$ cat config.mk
export PLATFORM = sky130hd
export DESIGN_NAME = ptf_cull
export DESIGN_NICKNAME = d
export VERILOG_FILES = /design/src/hdl/ptf_pkg.sv /design/src/hdl/ptf_cull.sv
export SDC_FILE = /design/constraint.sdc
export NUM_CORES = 2
export LEC_CHECK = 0
export ABC_AREA = 1
export BUFFER_PORTS_ARGS = -buffer_cell sky130_fd_sc_hd__buf_2
export CAP_MARGIN = 20
export CORE_MARGIN = 1.5
export CORE_UTILIZATION = 60
export CTS_CLUSTER_SIZE = 12
export DETAILED_ROUTE_END_ITERATION = 10
export PLACE_DENSITY_LB_ADDON = 0.05
export SETUP_SLACK_MARGIN = 0.1
export SLEW_MARGIN = 0
export SYNTH_ARGS = -nofsm -noshare
export SYNTH_HDL_FRONTEND = slang
export SYNTH_SLANG_ARGS = --single-unit
$ cat constraint.sdc
create_clock -name clk -period 8.4 [get_ports clk]
set_input_delay 1.26 -clock clk [delete_from_list [all_inputs] [get_ports clk]]
set_output_delay 1.26 -clock clk [all_outputs]
set_load 0.02 [all_outputs]
$ cat src/hdl/ptf_pkg.sv
`default_nettype none
// ----------------------------------------------------------------------------
// ptf_pkg
// Shared constants and types of the point transform and field-of-view cull.
// ----------------------------------------------------------------------------
package ptf_pkg;

    localparam int COORD_WIDTH_DEF   = 24;
    localparam int ROT_FRAC_BITS_DEF = 16;

    localparam int IN_W        = 24;
    localparam int OUT_W       = 24;
    localparam int COEFF_W     = 24;
    localparam int NUM_COEFFS  = 12;
    localparam int COEFF_IDX_W = 4;
    localparam int PROD_W      = COEFF_W + IN_W;
    localparam int ACC_W       = PROD_W + 4;

    localparam int RANGE_W     = 23;
    localparam int TRIG_W      = 18;
    localparam int SIN_SHIFT   = 16;
    localparam int CFG_IDX_W   = 3;
    localparam int CFG_DATA_W  = 23;

    localparam logic REQ_COEFF = 1'b0;
    localparam logic REQ_POINT = 1'b1;

    localparam logic [CFG_IDX_W-1:0] CFG_MIN_RANGE = 3'd0;
    localparam logic [CFG_IDX_W-1:0] CFG_MAX_RANGE = 3'd1;
    localparam logic [CFG_IDX_W-1:0] CFG_SIN_MIN   = 3'd2;
    localparam logic [CFG_IDX_W-1:0] CFG_SIN_MAX   = 3'd3;
    localparam logic [CFG_IDX_W-1:0] CFG_COS_HALF  = 3'd4;

    localparam logic [RANGE_W-1:0]       MIN_RANGE_RST = 23'd102;
    localparam logic [RANGE_W-1:0]       MAX_RANGE_RST = 23'd40960;
    localparam logic signed [TRIG_W-1:0] SIN_MIN_RST   = -18'sd7987;
    localparam logic signed [TRIG_W-1:0] SIN_MAX_RST   = 18'sd51643;
    localparam logic signed [TRIG_W-1:0] COS_HALF_RST  = -18'sd65536;
    localparam logic signed [TRIG_W-1:0] NEG_ONE       = -18'sd65536;

    localparam int ROT_XX_SLOT  = 0;
    localparam int ROT_YY_SLOT  = 4;
    localparam int ROT_ZZ_SLOT  = 8;
    localparam int TRANS_X_SLOT = 9;

    typedef struct packed {
        logic [RANGE_W-1:0]       min_range;
        logic [RANGE_W-1:0]       max_range;
        logic signed [TRIG_W-1:0] sin_min;
        logic signed [TRIG_W-1:0] sin_max;
        logic signed [TRIG_W-1:0] cos_half;
    } ptf_limits_t;

endpackage
`default_nettype wire

$ cat src/hdl/ptf_cull.sv
`default_nettype none
// ----------------------------------------------------------------------------
// ptf_cull
// Range, elevation and azimuth limit tests, two stages.
// ----------------------------------------------------------------------------
module ptf_cull #(
    parameter int COORD_WIDTH = ptf_pkg::COORD_WIDTH_DEF
) (
    input  wire logic                          clk,
    input  wire logic [1:0]                    en,
    input  wire ptf_pkg::ptf_limits_t          lim,
    input  wire logic signed [COORD_WIDTH-1:0] x,
    input  wire logic signed [COORD_WIDTH-1:0] z,
    input  wire logic [COORD_WIDTH-1:0]        r,
    input  wire logic [COORD_WIDTH-1:0]        h,
    output logic                               kept
);

    localparam int PW  = COORD_WIDTH + 20;
    localparam int RGW = (COORD_WIDTH > ptf_pkg::RANGE_W) ? COORD_WIDTH : ptf_pkg::RANGE_W;

    logic signed [COORD_WIDTH:0] r_s;
    logic signed [COORD_WIDTH:0] h_s;
    logic signed [PW-1:0] lo_next, hi_next, ch_next;
    logic range_ok_reg, full_reg, kept_reg;
    logic signed [PW-1:0] zs_reg, xs_reg, lo_reg, hi_reg, ch_reg;

    assign r_s = signed'({1'b0, r});
    assign h_s = signed'({1'b0, h});
    assign lo_next = lim.sin_min * r_s;
    assign hi_next = lim.sin_max * r_s;
    assign ch_next = lim.cos_half * h_s;

    always_ff @(posedge clk)
    begin
        if (en[0])
        begin
            range_ok_reg <= (RGW'(r) >= RGW'(lim.min_range)) &&
                            (RGW'(r) <= RGW'(lim.max_range));
            full_reg     <= (lim.cos_half <= ptf_pkg::NEG_ONE);
            zs_reg       <= PW'(z) <<< ptf_pkg::SIN_SHIFT;
            xs_reg       <= PW'(x) <<< ptf_pkg::SIN_SHIFT;
            lo_reg       <= lo_next;
            hi_reg       <= hi_next;
            ch_reg       <= ch_next;
        end
        if (en[1])
        begin
            kept_reg <= range_ok_reg && (lo_reg <= zs_reg) && (zs_reg <= hi_reg) &&
                        (full_reg || (xs_reg >= ch_reg));
        end
    end

    assign kept = kept_reg;

endmodule
`default_nettype wire

==> flow_metrics.tcl <==
set metrics [dict create \
    wl_per_cell_um 18.3 \
    cts_sinks 180 \
    outcome "complete, no violations" \
    clk_latency_ns 0.49 \
    cts_hold_buffers 0 \
    mappedNetlistNets 8636 \
    fp.dieH_um 303 \
    finalSetupViolCount 0 \
    netlist_instances 6819 \
    postRouteAntennaNets 0 \
    synth_simple_gate_area_share_pct 15.7 \
    num_vias 42100 \
    max_cap_violations 0 \
    start_kind "primary input" \
    path_buf_inv 6 \
    core_um2 88800 \
    yosys.area.top_type "fa_1" \
    start_util_pct 60.8 \
    synth_mux_area_share_pct 0 \
    final_area_um2 56400 \
    die_w_um 303 \
    ys.flop_type "edfxtp_1" \
    grt_remaining_overflow 0 \
    drt-initial-drc-count 2673 \
    clk_pin_slew_ns 0.08 \
    final_core_util_pct 63.5 \
    slowest_delay_ns 0.76 \
    skew_ns 0.0161 \
    hold_path.class "reg -> reg" \
    regToRegSetupSlack_ns 5.54 \
    multi_input_area_um2 39500 \
    crit_top_cell "fa_1" \
    postCtsResizedCells 0 \
    grt_pass1_vias 45400 \
    fin_crit_sh_pct 81.5 \
    synth-xor-area-share_pct 1.43 \
    synth_cell_types 41 \
    synth_edf_count 180 \
    finalNetCount 8626 \
    syn_area_um2 54000 \
    layout_common_cells "2142 x inv_1, 1704 x nand2_1, 1056 x fa_1" \
    criticalPathCategory "in -> reg" \
    antenna_found_initial 1 \
    synth_top_family_by_area "adder cells" \
    min_period_ns 6.85 \
    finalNonFillerCells 7988 \
    placed_cells 7954 \
    route.detailed.drc 0 \
    synth_compound_area_share_pct 3.97 \
    path_cells "buf_2 -> nand2_1 -> fa_1 -> inv_1 -> fa_1 -> inv_1 -> fa_1 -> fa_1 -> inv_1 -> fa_1 -> inv_1 -> fa_1 -> inv_1 -> ha_1 -> nand2_1 -> nor2_1 -> nand2_1 -> o21ai_1 -> nand3_1 -> nand2_1 -> xor2_1" \
    ys_seq_area_share_pct 10.0 \
    syn_avg_cell_area_um2 7.92 \
    ff_latch_area_um2 5410 \
    critPathSlowestCell "buf_2" \
    max_slew_margin_pct 30.2 \
    min_path_cells 2 \
    cts_tree "done" \
    crit_fanout 38 \
    gp_congestion 0.930 \
    dieArea_um2 91800 \
    maxSlewViolCount 0 \
    rows 109 \
    grt_pass1_wl_um 238000 \
    worst_slew_pin_slew_ns 1.05 \
    drt_wl_total_um 147000 \
    htree_levels 4 \
    fmax_mhz 146 \
    place_area_um2 55800 \
    cts_buffers 17 \
    ys_ff_latch 180 \
    arrival_ns 7.14 \
    root_buffer "clkbuf_16" \
    cp_top_family "adder cells" \
    final_common_cell "inv_1" \
    netlist.area_leader.share_pct 39.1 \
    postCtsSetupBuffers 0 \
    synth_warnings 0 \
    n_fill_cell 8059 \
    cp.required_ns 8.69 \
    crit_cells 21 \
    io_buffers 199 \
    ys_async_sr_fraction_pct 0 \
    layout-drive-gt1-share_pct 4.93 \
    synth.area.top_cells "fa_1 39%, inv_1 15%, ha_1 13%, nand2_1 12%, edfxtp_1 10%" \
    cts_max_path_buffers 2 \
    firstDrtPassIters 6 \
    viasPerCell 5.27 \
    dp.final_hpwl_um 119000 \
    area_growth_pct 4.46 \
    grtUsageTotal_pct 33.7 \
    grt_max_degree 92 \
    synth-adder-area-share_pct 52.2 \
    end_kind "flop" \
    finalHoldViolations 0 \
    rsz0062_at_grt "false" \
    r2r_cells 11 \
    finalSetupTns_ns 0 \
    io_pins 200 \
]
==> kinds of logic (layout without fill, tap and decap cells) <==
| kind of cell | Yosys count | in the layout |
|---|---|---|
| compound gates | 370 | 370 |
| xor+xnor | 88 | 88 |
| fa+ha+maj | 1618 | 1618 |
| buf+inv | 2412 | 2415 |
| flops | 180 | 180 |
| other cells | 0 | 1 |
| simple gates | 2151 | 2151 |
==> final timing paths <==
check | from | end
worst max-delay path | r[17] | lo_reg[35]$_DFFE_PP_
worst min-delay path | full_reg$_DFFE_PP_ | kept$_DFFE_PP_
worst max register to register | zs_reg[39]$_DFFE_PP_ | kept$_DFFE_PP_
worst min register to register | full_reg$_DFFE_PP_ | kept$_DFFE_PP_
==> cells in the mapped netlist (2+ instances only) <==
master and instances:
buf_1 9, clkbuf_1 260, o211ai_2 2, ha_1 562, or2_2 15, and2_1 5, a21o_1 16, nand3_2 3
edfxtp_1 180, xnor2_1 31, o2111ai_1 2, inv_1 2142, o21ai_1 5, nand3b_1 2, a21oi_2 5, nor3_1 40
nor2_2 9, o21bai_1 15, o21ai_0 76, a21oi_1 196, o21ai_4 2, nand3_1 73, o311ai_0 2, fa_1 1056
a21boi_0 8, nand2_1 1704, o21a_1 11, a211oi_1 7, xor2_1 57, nor2_1 246, a31oi_1 5, o211ai_1 5
nand2_2 16, nor4_1 10, o21ai_2 10, nand4_1 27
==> layer usage <==
layer  GRT usage, %  share of wire, %  up-vias
met4           20.9               7.0        0
met5              0                 0        -
met3           3.13               5.2      357
met2           58.7                49     1372
li1               -                 -    19400
met1           40.4                39    20900
==> area by class of cell <==
| type | instances | area share [%] |
|---|---|---|
| Tap cell | 1165 | 2.58 |
| Sequential cell | 180 | 9.58 |
| Multi-Input combinational cell | 4227 | 70.1 |
| Antenna cell | 1 | 0.00444 |
| Clock buffer | 18 | 0.761 |
| Timing Repair Buffer | 240 | 2.38 |
| Inverter | 2143 | 14.3 |
| Clock inverter | 14 | 0.326 |
==> through the flow <==
| stage | hold WS, ns | worst slack (ns) |
|---|---|---|
| 4_1_cts | 0.803 | 1.61 |
| 3_3_place_gp | 0.858 | 1.14 |
| 6_report | 0.816 | 1.55 |
| 3_5_place_dp | 0.777 | 1.12 |
| 2_1_floorplan | 0.525 | 1.88 |
| 5_1_grt | 0.833 | 1.23 |
==> worst min-delay path, delay by kind of cell (launching register included) <==
kind / cells / cell delay, ns
simple gates: 2 / 0.24
flops: 1 / 0.45
Power is left out: the tool's default activity adds up to more than one toggle a clock period on the data nets, which glitch-free logic cannot reach.
